$ cat config.mk
export PLATFORM = sky130hd
export DESIGN_NAME = frequency_page_replacement_unit
export DESIGN_NICKNAME = d
export VERILOG_FILES = /design/src/fpr_pkg.sv /design/src/fpr_cell.sv /design/src/frequency_page_replacement_unit.sv
export SDC_FILE = /design/constraint.sdc
export NUM_CORES = 2
export LEC_CHECK = 0
export ABC_AREA = 1
export BUFFER_PORTS_ARGS = -buffer_cell sky130_fd_sc_hd__buf_4
export CAP_MARGIN = 30
export CORE_MARGIN = 10
export CORE_UTILIZATION = 55
export DETAILED_ROUTE_END_ITERATION = 10
export HOLD_SLACK_MARGIN = 0.12
export PLACE_DENSITY = 0.74
export SETUP_SLACK_MARGIN = 0.15
export SYNTH_ARGS = -nofsm -noshare
export SYNTH_HDL_FRONTEND = slang
export SYNTH_SLANG_ARGS = --single-unit
$ cat constraint.sdc
create_clock -name clk -period 5.2 [get_ports clk]
set_input_delay 0.52 -clock clk [delete_from_list [all_inputs] [get_ports clk]]
set_output_delay 0.52 -clock clk [all_outputs]
set_load 0.005 [all_outputs]
$ cat src/fpr_pkg.sv
// ----------------------------------------------------------------------------
// fpr_pkg
// Shared widths, register indexes and link types for the frequency-based
// page replacement unit.
// ----------------------------------------------------------------------------
package fpr_pkg;

  localparam int COUNT_W    = 16;
  localparam int STAMP_W    = 32;
  localparam int FAULT_W    = 32;
  localparam int CFG_IDX_W  = 2;
  localparam int CFG_DATA_W = 5;

  localparam logic [CFG_IDX_W-1:0] REG_POLICY_MODE   = 2'd0;
  localparam logic [CFG_IDX_W-1:0] REG_FRAMES_IN_USE = 2'd1;

  localparam logic POLICY_LFU = 1'b0;
  localparam logic POLICY_MFU = 1'b1;

  // Flags carried along the search chain
  typedef struct packed {
    logic found;      // page resident in an earlier frame
    logic empty;      // earlier active frame is empty
    logic have_best;  // a victim candidate has been picked
  } scan_flags_t;

  // Table write broadcast to all cells
  typedef struct packed {
    logic en;
    logic hit;        // 1: bump count, 0: load new page
  } wr_cmd_t;

endpackage

$ cat src/fpr_cell.sv
// ----------------------------------------------------------------------------
// fpr_cell
// One frame of the table plus one stage of the search chain: hit match,
// first empty frame and best victim so far, registered toward the next cell.
// ----------------------------------------------------------------------------
module fpr_cell import fpr_pkg::*; #(
  parameter int MAX_FRAMES = 16,
  parameter int PAGE_BITS  = 16,
  parameter int INDEX      = 0,
  localparam int IDX_W     = (MAX_FRAMES > 1) ? $clog2(MAX_FRAMES) : 1
) (
  input  logic                 clk,
  input  logic                 rst,
  input  logic                 active,
  input  logic                 mode,
  input  logic [PAGE_BITS-1:0] srch_page,
  // chain input
  input  scan_flags_t          flags_in,
  input  logic [IDX_W-1:0]     found_idx_in,
  input  logic [IDX_W-1:0]     empty_idx_in,
  input  logic [IDX_W-1:0]     best_idx_in,
  input  logic [COUNT_W-1:0]   best_count_in,
  input  logic [STAMP_W-1:0]   best_stamp_in,
  input  logic [PAGE_BITS-1:0] best_page_in,
  // chain output
  output scan_flags_t          flags_out,
  output logic [IDX_W-1:0]     found_idx_out,
  output logic [IDX_W-1:0]     empty_idx_out,
  output logic [IDX_W-1:0]     best_idx_out,
  output logic [COUNT_W-1:0]   best_count_out,
  output logic [STAMP_W-1:0]   best_stamp_out,
  output logic [PAGE_BITS-1:0] best_page_out,
  // table write
  input  wr_cmd_t              wr,
  input  logic [IDX_W-1:0]     wr_idx,
  input  logic [PAGE_BITS-1:0] wr_page,
  input  logic [STAMP_W-1:0]   wr_stamp
);

  localparam logic [IDX_W-1:0] MY_IDX = IDX_W'(INDEX);

  logic [PAGE_BITS-1:0] page;
  logic                 valid;
  logic [COUNT_W-1:0]   count;
  logic [STAMP_W-1:0]   stamp;

  logic match;
  logic is_empty;
  logic cand;
  logic better;
  logic wr_me;

  assign match    = active && valid && (page == srch_page);
  assign is_empty = active && !valid;
  assign cand     = active && valid;
  assign wr_me    = wr.en && (wr_idx == MY_IDX);

  // strict compare: equal count and stamp keep the lower index
  always_comb begin
    if (!flags_in.have_best) begin
      better = 1'b1;
    end else if (count != best_count_in) begin
      better = (mode == POLICY_MFU) ? (count > best_count_in) : (count < best_count_in);
    end else begin
      better = stamp < best_stamp_in;
    end
  end

  always_ff @(posedge clk) begin
    if (rst) begin
      valid <= 1'b0;
    end else if (wr_me) begin
      valid <= 1'b1;
    end
  end

  always_ff @(posedge clk) begin
    if (wr_me) begin
      stamp <= wr_stamp;
      if (wr.hit) begin
        if (count != {COUNT_W{1'b1}}) begin
          count <= COUNT_W'(count + 1'b1);
        end
      end else begin
        page  <= wr_page;
        count <= COUNT_W'(1);
      end
    end
  end

  always_ff @(posedge clk) begin
    flags_out.found     <= flags_in.found | match;
    flags_out.empty     <= flags_in.empty | is_empty;
    flags_out.have_best <= flags_in.have_best | cand;
    found_idx_out <= (!flags_in.found && match) ? MY_IDX : found_idx_in;
    empty_idx_out <= (!flags_in.empty && is_empty) ? MY_IDX : empty_idx_in;
    if (cand && better) begin
      best_idx_out   <= MY_IDX;
      best_count_out <= count;
      best_stamp_out <= stamp;
      best_page_out  <= page;
    end else begin
      best_idx_out   <= best_idx_in;
      best_count_out <= best_count_in;
      best_stamp_out <= best_stamp_in;
      best_page_out  <= best_page_in;
    end
  end

endmodule

$ cat src/frequency_page_replacement_unit.sv
// ----------------------------------------------------------------------------
// frequency_page_replacement_unit
// LFU / MFU page replacement over a chain of frame cells.
// ----------------------------------------------------------------------------
// The search walks the cell chain one frame per cycle, then the update state
// writes the table and the result; it waits there while an earlier result is
// stalled at the output. A new input item is taken only once the last is done.
// A result waiting at the output does not block the next input item.
// Reset: all frames empty, stamp clock 1, fault total 0, MFU, 16 frames.
// No clearing pass; the block takes items in the cycle after reset.
module frequency_page_replacement_unit import fpr_pkg::*; #(
  parameter int MAX_FRAMES = 16,
  parameter int PAGE_BITS  = 16
) (
  input  logic                  clk,
  input  logic                  rst,
  // configuration
  input  logic                  cfg_valid,
  output logic                  cfg_ready,
  input  logic [CFG_IDX_W-1:0]  cfg_index,
  input  logic [CFG_DATA_W-1:0] cfg_data,
  // references
  input  logic                  in_valid,
  output logic                  in_ready,
  input  logic [15:0]           page_number,
  input  logic                  last_reference,
  // results
  output logic                  out_valid,
  input  logic                  out_ready,
  output logic                  hit,
  output logic [3:0]            frame_index,
  output logic                  evicted_valid,
  output logic [15:0]           evicted_page,
  output logic [FAULT_W-1:0]    faults_so_far,
  output logic                  end_of_string
);

  localparam int IDX_W = (MAX_FRAMES > 1) ? $clog2(MAX_FRAMES) : 1;
  localparam logic [IDX_W-1:0] LAST_CELL = IDX_W'(MAX_FRAMES - 1);

  typedef enum logic [1:0] {ST_IDLE, ST_SCAN, ST_UPDATE} state_t;

  state_t                state;
  logic [IDX_W-1:0]      scan_cnt;
  logic [PAGE_BITS-1:0]  req_page;
  logic                  req_last;
  logic                  policy_mode;
  logic [4:0]            frames_in_use;
  logic [STAMP_W-1:0]    stamp_clock;
  logic [FAULT_W-1:0]    fault_counter;

  logic [MAX_FRAMES-1:0] active;
  scan_flags_t           link_flags     [MAX_FRAMES+1];
  logic [IDX_W-1:0]      link_found_idx [MAX_FRAMES+1];
  logic [IDX_W-1:0]      link_empty_idx [MAX_FRAMES+1];
  logic [IDX_W-1:0]      link_best_idx  [MAX_FRAMES+1];
  logic [COUNT_W-1:0]    link_best_count[MAX_FRAMES+1];
  logic [STAMP_W-1:0]    link_best_stamp[MAX_FRAMES+1];
  logic [PAGE_BITS-1:0]  link_best_page [MAX_FRAMES+1];

  wr_cmd_t               wr;
  logic [IDX_W-1:0]      slot;
  logic                  ev_valid;
  logic [STAMP_W-1:0]    stamp_next;
  logic [FAULT_W-1:0]    fault_next;
  logic                  out_free;

  assign cfg_ready = 1'b1;
  assign in_ready  = (state == ST_IDLE);
  assign out_free  = !out_valid || out_ready;

  // chain seed
  assign link_flags[0]      = '0;
  assign link_found_idx[0]  = '0;
  assign link_empty_idx[0]  = '0;
  assign link_best_idx[0]   = '0;
  assign link_best_count[0] = '0;
  assign link_best_stamp[0] = '0;
  assign link_best_page[0]  = '0;

  for (genvar g = 0; g < MAX_FRAMES; g++) begin : g_cell
    // frame count of zero acts as one
    assign active[g] = (g == 0) || (g < int'(frames_in_use));

    fpr_cell #(
      .MAX_FRAMES (MAX_FRAMES),
      .PAGE_BITS  (PAGE_BITS),
      .INDEX      (g)
    ) u_cell (
      .clk            (clk),
      .rst            (rst),
      .active         (active[g]),
      .mode           (policy_mode),
      .srch_page      (req_page),
      .flags_in       (link_flags[g]),
      .found_idx_in   (link_found_idx[g]),
      .empty_idx_in   (link_empty_idx[g]),
      .best_idx_in    (link_best_idx[g]),
      .best_count_in  (link_best_count[g]),
      .best_stamp_in  (link_best_stamp[g]),
      .best_page_in   (link_best_page[g]),
      .flags_out      (link_flags[g+1]),
      .found_idx_out  (link_found_idx[g+1]),
      .empty_idx_out  (link_empty_idx[g+1]),
      .best_idx_out   (link_best_idx[g+1]),
      .best_count_out (link_best_count[g+1]),
      .best_stamp_out (link_best_stamp[g+1]),
      .best_page_out  (link_best_page[g+1]),
      .wr             (wr),
      .wr_idx         (slot),
      .wr_page        (req_page),
      .wr_stamp       (stamp_next)
    );
  end

  // decision from the chain tail
  always_comb begin
    if (link_flags[MAX_FRAMES].found) begin
      slot = link_found_idx[MAX_FRAMES];
    end else if (link_flags[MAX_FRAMES].empty) begin
      slot = link_empty_idx[MAX_FRAMES];
    end else begin
      slot = link_best_idx[MAX_FRAMES];
    end
    ev_valid   = !link_flags[MAX_FRAMES].found && !link_flags[MAX_FRAMES].empty;
    stamp_next = (stamp_clock == {STAMP_W{1'b1}}) ? stamp_clock
                                                  : STAMP_W'(stamp_clock + 1'b1);
    fault_next = (fault_counter == {FAULT_W{1'b1}}) ? fault_counter
                                                    : FAULT_W'(fault_counter + 1'b1);
    wr.en  = (state == ST_UPDATE) && out_free;
    wr.hit = link_flags[MAX_FRAMES].found;
  end

  always_ff @(posedge clk) begin
    if (rst) begin
      policy_mode   <= POLICY_MFU;
      frames_in_use <= 5'd16;
    end else if (cfg_valid && cfg_ready) begin
      case (cfg_index)
        REG_POLICY_MODE:   policy_mode   <= cfg_data[0];
        REG_FRAMES_IN_USE: frames_in_use <= cfg_data[4:0];
        default: ;
      endcase
    end
  end

  always_ff @(posedge clk) begin
    if (rst) begin
      state         <= ST_IDLE;
      scan_cnt      <= '0;
      out_valid     <= 1'b0;
      stamp_clock   <= STAMP_W'(1);
      fault_counter <= '0;
    end else begin
      if (out_valid && out_ready) begin
        out_valid <= 1'b0;
      end
      case (state)
        ST_IDLE: begin
          if (in_valid) begin
            req_page <= PAGE_BITS'(page_number);
            req_last <= last_reference;
            scan_cnt <= '0;
            state    <= ST_SCAN;
          end
        end
        ST_SCAN: begin
          scan_cnt <= IDX_W'(scan_cnt + 1'b1);
          if (scan_cnt == LAST_CELL) begin
            state <= ST_UPDATE;
          end
        end
        ST_UPDATE: begin
          if (out_free) begin
            stamp_clock   <= stamp_next;
            out_valid     <= 1'b1;
            hit           <= link_flags[MAX_FRAMES].found;
            frame_index   <= 4'(slot);
            evicted_valid <= ev_valid;
            evicted_page  <= ev_valid ? 16'(link_best_page[MAX_FRAMES]) : 16'd0;
            end_of_string <= req_last;
            if (link_flags[MAX_FRAMES].found) begin
              faults_so_far <= fault_counter;
            end else begin
              fault_counter <= fault_next;
              faults_so_far <= fault_next;
            end
            state <= ST_IDLE;
          end
        end
        default: state <= ST_IDLE;
      endcase
    end
  end

endmodule

* Word-level counts from Yosys, hierarchy flattened
Index checks and enable logic that the tools add are counted.
** Operators by class
- $add $sub $neg :: 19
- Muxes and demuxes :: 119
- Reduce and logical (&&, ||, !) cells :: 203
- Bitwise gates (word level) :: 46
- Equal/unequal tests :: 87
- Magnitude comparators :: 60
** Operator list (number)
- 2-to-1 mux 16 bit :: 45
- 2-to-1 mux 32 bit :: 17
- less-than comparator 32 bit :: 15
- adder 16 x 1 -> 16 bit, second input constant :: 16
- == test 16 bit :: 16
- != test 16 bit, second input constant :: 16
- > comparator 16 bit :: 15
- less-than comparator 16 bit :: 15
- != test 16 bit :: 15
- logical AND 1 bit :: 110
- AND reduction 2 bit :: 36
- adder 32 x 1 -> 32 bit, second input constant :: 2
- == test 32 bit, second input constant :: 2
- zero test 1 bit :: 49
- 2-to-1 mux 1 bit :: 49
- bitwise OR 1 bit :: 44
- less-than comparator 4 x 5 -> 1 bit, first input constant :: 8
- != test 2 bit, second input constant :: 19
- == test 4 bit, second input constant :: 9
- less-than comparator 3 x 5 -> 1 bit, first input constant :: 4
- == test 4 x 3 -> 1 bit, second input constant :: 4
- 2-to-1 mux 4 bit :: 3
- less-than comparator 2 x 5 -> 1 bit, first input constant :: 2
- AND reduction 3 bit :: 3
- other kinds (14) :: 20
** Word-level totals
- Register bits :: 2359
- Logic and storage cells :: 751
- Input port bits :: 29
- Output and inout port bits :: 58

* Logic depth before layout (Yosys ltp)
- Depth in word-level cells :: 6
- Mapped depth :: 20
- Gate-level depth less buffers :: 18

* Cells and area by module
A second synthesis with hierarchy kept.
** Second synthesis, totals
- Cells, all modules :: 12574
- Area total of the unflattened synthesis :: 112425.3 um^2
** Modules (own cells, without submodules)
- fpr_cell at g_cell[10].u_cell ... :: sequential area each 3523.4 um^2, area an instance 6530.0 um^2, cells an instance 718, instances 4
- fpr_cell at g_cell[1].u_cell ... :: sequential area each 3523.4 um^2, area an instance 6528.8 um^2, cells an instance 717, instances 4
- fpr_cell at g_cell[11].u_cell ... :: sequential area each 3523.4 um^2, area an instance 6492.5 um^2, cells an instance 714, instances 4
- frequency_page_replacement_unit :: sequential area each 3703.6 um^2, area an instance 8109.0 um^2, cells an instance 1116, instances 1
- fpr_cell at g_cell[0].u_cell :: sequential area each 3523.4 um^2, area an instance 6560.0 um^2, cells an instance 716, instances 1
- fpr_cell at g_cell[3].u_cell :: sequential area each 3523.4 um^2, area an instance 6523.8 um^2, cells an instance 716, instances 1
- fpr_cell at g_cell[12].u_cell :: sequential area each 3523.4 um^2, area an instance 6518.8 um^2, cells an instance 715, instances 1
- fpr_cell at g_cell[15].u_cell :: sequential area each 3523.4 um^2, area an instance 6508.7 um^2, cells an instance 715, instances 1

* Worst setup path after synthesis
OpenSTA, ideal clock, no wires.
- Kind :: input to register
- Start :: in out_ready
- End :: reg g_cell[12].u_cell.count[0] (enable)
- Setup time :: 399 ps
- Stages on the path :: 8
- Data arrival time :: 3721 ps
- Buffers on the path :: 0
- Data required time :: 4801 ps
- Path slack :: 1080 ps
- Path through :: nor2_1 > nor2_2 > inv_2 > nor3_1 > inv_1 > nor2_1 > inv_1 > a31oi_1
** On the way
- Word-level cells in the longest chain between the ends :: 4
** Ends and longest elaborated chain
- start: declaration :: RTL line frequency_page_replacement_unit.sv:29 : input logic out_ready,
- logical OR 1 bit :: RTL line frequency_page_replacement_unit.sv:70 : assign out_free = !out_valid || out_ready;
- logical AND 1 bit :: RTL line frequency_page_replacement_unit.sv:130 : wr.en = (state == ST_UPDATE) && out_free;
- logical AND 1 bit :: RTL line fpr_cell.sv:56 : assign wr_me = wr.en && (wr_idx == MY_IDX);
- named net g_cell[12].u_cell.wr_me :: RTL line fpr_cell.sv:51 : logic wr_me;
- AND reduction 2 bit (no line)
- end signal: assignment :: RTL line fpr_cell.sv:82 : count <= COUNT_W'(count + 1'b1);
- end: declaration :: RTL line fpr_cell.sv:44 : logic [COUNT_W-1:0] count;
The timed path passes the listed nets, and every way through them passes these cells.
A chain may end at the register's enable or synchronous reset.

* Worst setup path after layout
- Start :: reg g_cell[11].u_cell.count[15]
- End :: reg g_cell[11].u_cell.best_stamp_out[30]
** On the way
- Word-level cells in the longest chain between the ends :: 6
- Elaborated cells between the ends (all ways) :: 8
- Those cells by class :: 2 x order compare; 1 x eq/ne; 4 x mux; 1 x reduce/logical
** Ends and longest elaborated chain
- start: declaration :: RTL line fpr_cell.sv:44
- start signal: assignment :: RTL line fpr_cell.sv:82
- less-than comparator 16 bit or > comparator 16 bit (tied branches) :: RTL line fpr_cell.sv:63 : better = (mode == POLICY_MFU) ? (count > best_count_in) : (count < best_count_in);
- 2-to-1 mux 1 bit :: RTL line fpr_cell.sv:63
- 2-to-1 mux 1 bit * :: RTL line fpr_cell.sv:62 : end else if (count != best_count_in) begin
- 2-to-1 mux 1 bit * :: RTL line fpr_cell.sv:60 : if (!flags_in.have_best) begin
- logical AND 1 bit * :: RTL line fpr_cell.sv:97 : if (cand && better) begin
- 2-to-1 mux 32 bit * :: RTL line fpr_cell.sv:97
- end signal: assignment :: RTL line fpr_cell.sv:100 : best_stamp_out <= stamp;
- end signal: assignment :: RTL line fpr_cell.sv:105 : best_stamp_out <= best_stamp_in;
- end: declaration :: RTL line fpr_cell.sv:31 : output logic [STAMP_W-1:0] best_stamp_out,
Mark *: on every way between the ends. The rest lies on a longest branch, timed or not.

==> flow_metrics.py <==
metrics = {
    "run_status": {
        "status": "complete, no violations",
    },
    "clock_network": {
        "cts_sinks": 2359,
        "ctsHoldBuffers": 27,
        "cts_buffer_depth": 3,
        "cts_root_buffer": "clkbuf_16",
        "post_cts_buffers": 0,
        "cts_tree": "built",
        "cts_resized": 0,
        "worstSkewPairLatency_ns": 0.86,
        "h-tree-depth": 4,
        "cts.clk_slew.worst_paths_ns": 0.06,
        "cts_inserted_buffers": 223,
    },
    "sta": {
        "skew_ns": 0.0325,
        "fin_crit_sh_pct": 71.6,
        "hold_ws_ns": 0.186,
        "rsz0062_at_grt": "false",
        "worst_pin_slew_ns": 1.05,
        "slew_headroom_pct": 29.2,
        "tns_ns": 0,
        "hold_viol": 0,
        "slew_viol_final": 0,
        "finalSetupViolCount": 0,
        "layout_setup_ws_ns": 1.48,
        "layout_min_cycle_time_ns": 3.72,
        "fmax_ghz": 0.269,
    },
    "die": {
        "num_rows": 160,
        "initial_core_util_pct": 55.4,
        "dieArea_um2": 210000,
        "die_width_um": 458,
        "core_um2": 191000,
        "die_y_um": 458,
        "io_pins": 87,
    },
    "cells_and_area": {
        "areaGrowthSynthToFinish_pct": 10.6,
        "fin_util_pct": 61.3,
        "ff_latch_area_um2": 58200,
        "drive_above_1_share_pct": 7.07,
        "postLayoutCellArea_um2": 117000,
        "multiInputGateArea_um2": 39700,
        "n_fill_cell": 15171,
        "nets": 12392,
        "final_cells": 14354,
    },
    "worst_setup_path": {
        "reg2reg_from": "g_cell[11].u_cell.count[15]$_SDFFCE_PN0P_",
        "r2r_end": "g_cell[11].u_cell.best_stamp_out[30]$_DFF_P_",
        "crit_arrival_ns": 4.45,
        "startpoint": "g_cell[11].u_cell.count[15]$_SDFFCE_PN0P_",
        "worstSetupPathType": "reg2reg",
        "rr_worst_depth": 12,
        "endpoint": "g_cell[11].u_cell.best_stamp_out[30]$_DFF_P_",
        "crit_fanout": 66,
        "crit_required_ns": 5.92,
        "critPathLaunchType": "register",
        "cp-end-kind": "register",
        "r2r_setup_slack_ns": 1.48,
    },
    "placement": {
        "pre_cts_ws_ns": 1.54,
        "dp_cells": 13895,
        "dpl-instance-area_um2": 109000,
        "place_hpwl_um": 174000,
        "numPortBuffers": 85,
        "place.gp.congestion": 0.890,
    },
    "yosys": {
        "synth_nets": 12307,
        "synthFlopType": "dfxtp_1",
        "syn_avg_cell_area_um2": 9.14,
        "synth_common_cells": "3,130 x nand2_1, 1,488 x inv_1, 1,263 x dfxtp_1",
        "synthTopCellsByArea": "edfxtp_1 31%, dfxtp_1 24%, nand2_1 11%",
        "syn_area_um2": 106000,
        "ys_types": 60,
        "yosysMostFrequentCell": "nand2_1",
        "ys_ff_latch": 2359,
        "yosysTopAreaCell": "edfxtp_1",
        "netlist_instances": 11554,
        "synth_edf_count": 1096,
        "yosysWarnings": 0,
        "synth_top_area_share_pct": 31.2,
        "ys_seq_area_share_pct": 55.1,
        "async_flop_share_pct": 0,
    },
    "global_route": {
        "grt_pass1_vias": 76528,
        "grt_max_degree": 99,
        "grt_usage_pct": 22.3,
        "grt_pass1_wl_um": 388000,
        "overflow": 0,
        "antenna_found_initial": 3,
    },
    "power_and_ir_drop": {
        "peakVddDrop_mv": 0.274,
        "power_leakage_nw": 49.6,
        "powerDensity_nw_per_um2": 322,
        "totalPowerFinal_mw": 37.6,
    },
    "routing": {
        "via_per_inst": 5.36,
        "drtIter0Drc": 5954,
        "drc": 0,
        "first_pass_iters": 6,
        "via_count": 76871,
        "drt_wl_total_um": 239000,
        "antenna_left": 0,
        "wl_per_cell_um": 16.7,
    },
    "job": {
        "maxCapViolations": 0,
    },
    "min_path": {
        "min_path_type": "in2reg",
    },
}
-- layout make-up --
cell class / instances / area share [%]
clock inverters: 94 / 0.801
multi-input cells: 7286 / 34.0
flip-flops and latches: 2359 / 49.9
well taps: 2511 / 2.69
repair buffers: 265 / 1.99
diodes: 2 / 0.00429
clock buffers: 333 / 5.78
inverters: 1504 / 4.84
-- cells by family after synthesis --
logic type               count (synthesis)  synth area share [%]
buffers and inverters                 1909                  7.50
XOR/XNOR                               244                  2.07
other                                    1               0.00355
AND/OR/NAND/NOR                       5353                  21.8
AO/OA/AOI/OAI                          964                  4.92
adder cells (fa/ha/maj)                724                  8.58
flip-flops                            2359                  55.1
-- per-layer routing --
layer / up-vias / track usage (%) / share of wire [%]
li1: 37957 / - / -
met1: 35771 / 29.3 / 44
met2: 2636 / 37.5 / 47
met3: 507 / 3.28 / 6.5
met4: 0 / 7.79 / 3.0
met5: - / 0 / 0
-- layout by cell type (no fill, tap or decap), types with 27 or more instances in the layout --
cell           count
a21oi_1          544
buf_4            218
clkbuf_1          50
clkbuf_16        237
clkbuf_8          46
clkinv_2          49
dfxtp_1         1261
dlygate4sd3_1     27
edfxtp_1        1096
ha_1             724
inv_1           1483
nand2_1         3117
nand3_1         1151
nand4_1          125
nor2_1           516
nor2_4            27
nor3_1           140
nor4_1            57
o21a_1            59
o21ai_0          255
or2_2             78
xnor2_1           96
xor2_1           140
-- how the worst min path moves through the flow --
stage,startpoint,end,slack [ns],depth (start not counted)
3_5_place_dp,g_cell[14].u_cell.empty_idx_out[1]$_SDFF_PP1_,g_cell[15].u_cell.empty_idx_out[1]$_SDFF_PP1_,0.39,2
2_1_floorplan,g_cell[0].u_cell.valid$_SDFFE_PP0P_,g_cell[0].u_cell.flags_out[0]$_DFF_P_,0.36,0
6_report,cfg_index[1],frames_in_use[2]$_SDFFE_PP0P_,0.19,4
3_3_place_gp,g_cell[13].u_cell.best_idx_out[3]$_SDFF_PP1_,g_cell[14].u_cell.best_idx_out[3]$_SDFF_PP1_,0.39,2
4_1_cts,cfg_index[1],frames_in_use[2]$_SDFFE_PP0P_,0.13,4
5_1_grt,cfg_index[1],frames_in_use[0]$_SDFFE_PP0P_,0.21,4
-- power breakdown --
part,total (mW),leakage (nW),internal [mW],switching [mW]
Clock,16.6,3.78,9.64,6.97
Combinational,1.25,25.4,0.421,0.830
Sequential,19.8,20.5,19.6,0.165
Total,37.6,49.6,29.7,7.96
-- flip-flops by register name (all words and copies together) (netlist names), 2 cells and up --
| name | count |
|---|---|
| frame_index | 4 |
| faults_so_far | 32 |
| scan_cnt | 4 |
| req_page | 16 |
| g_cell.u_cell.valid | 16 |
| g_cell.u_cell.empty_idx_out | 49 |
| fault_counter | 32 |
| g_cell.u_cell.found_idx_out | 49 |
| evicted_page | 16 |
| g_cell.u_cell.best_idx_out | 49 |
| state | 2 |
| g_cell.u_cell.page | 256 |
| g_cell.u_cell.stamp | 512 |
| g_cell.u_cell.best_page_out | 256 |
| stamp_clock | 32 |
| g_cell.u_cell.best_count_out | 240 |
| g_cell.u_cell.count | 256 |
| frames_in_use | 5 |
| g_cell.u_cell.best_stamp_out | 480 |
| g_cell.u_cell.flags_out | 47 |
-- worst max-delay path: stages (launching register included) --
cell and delay, ns:
edfxtp_1 0.45, ha_1 0.34, nand2_1 0.11, nor4_2 0.40
nand3_1 0.15, nor2_1 0.12, nand2_1 0.07, nand3_2 0.06
buf_4 0.57, nand2_2 0.65, buf_4 0.45, nand2_1 0.10
nand2_1 0.06
Power figures use the tool's default switching activity.
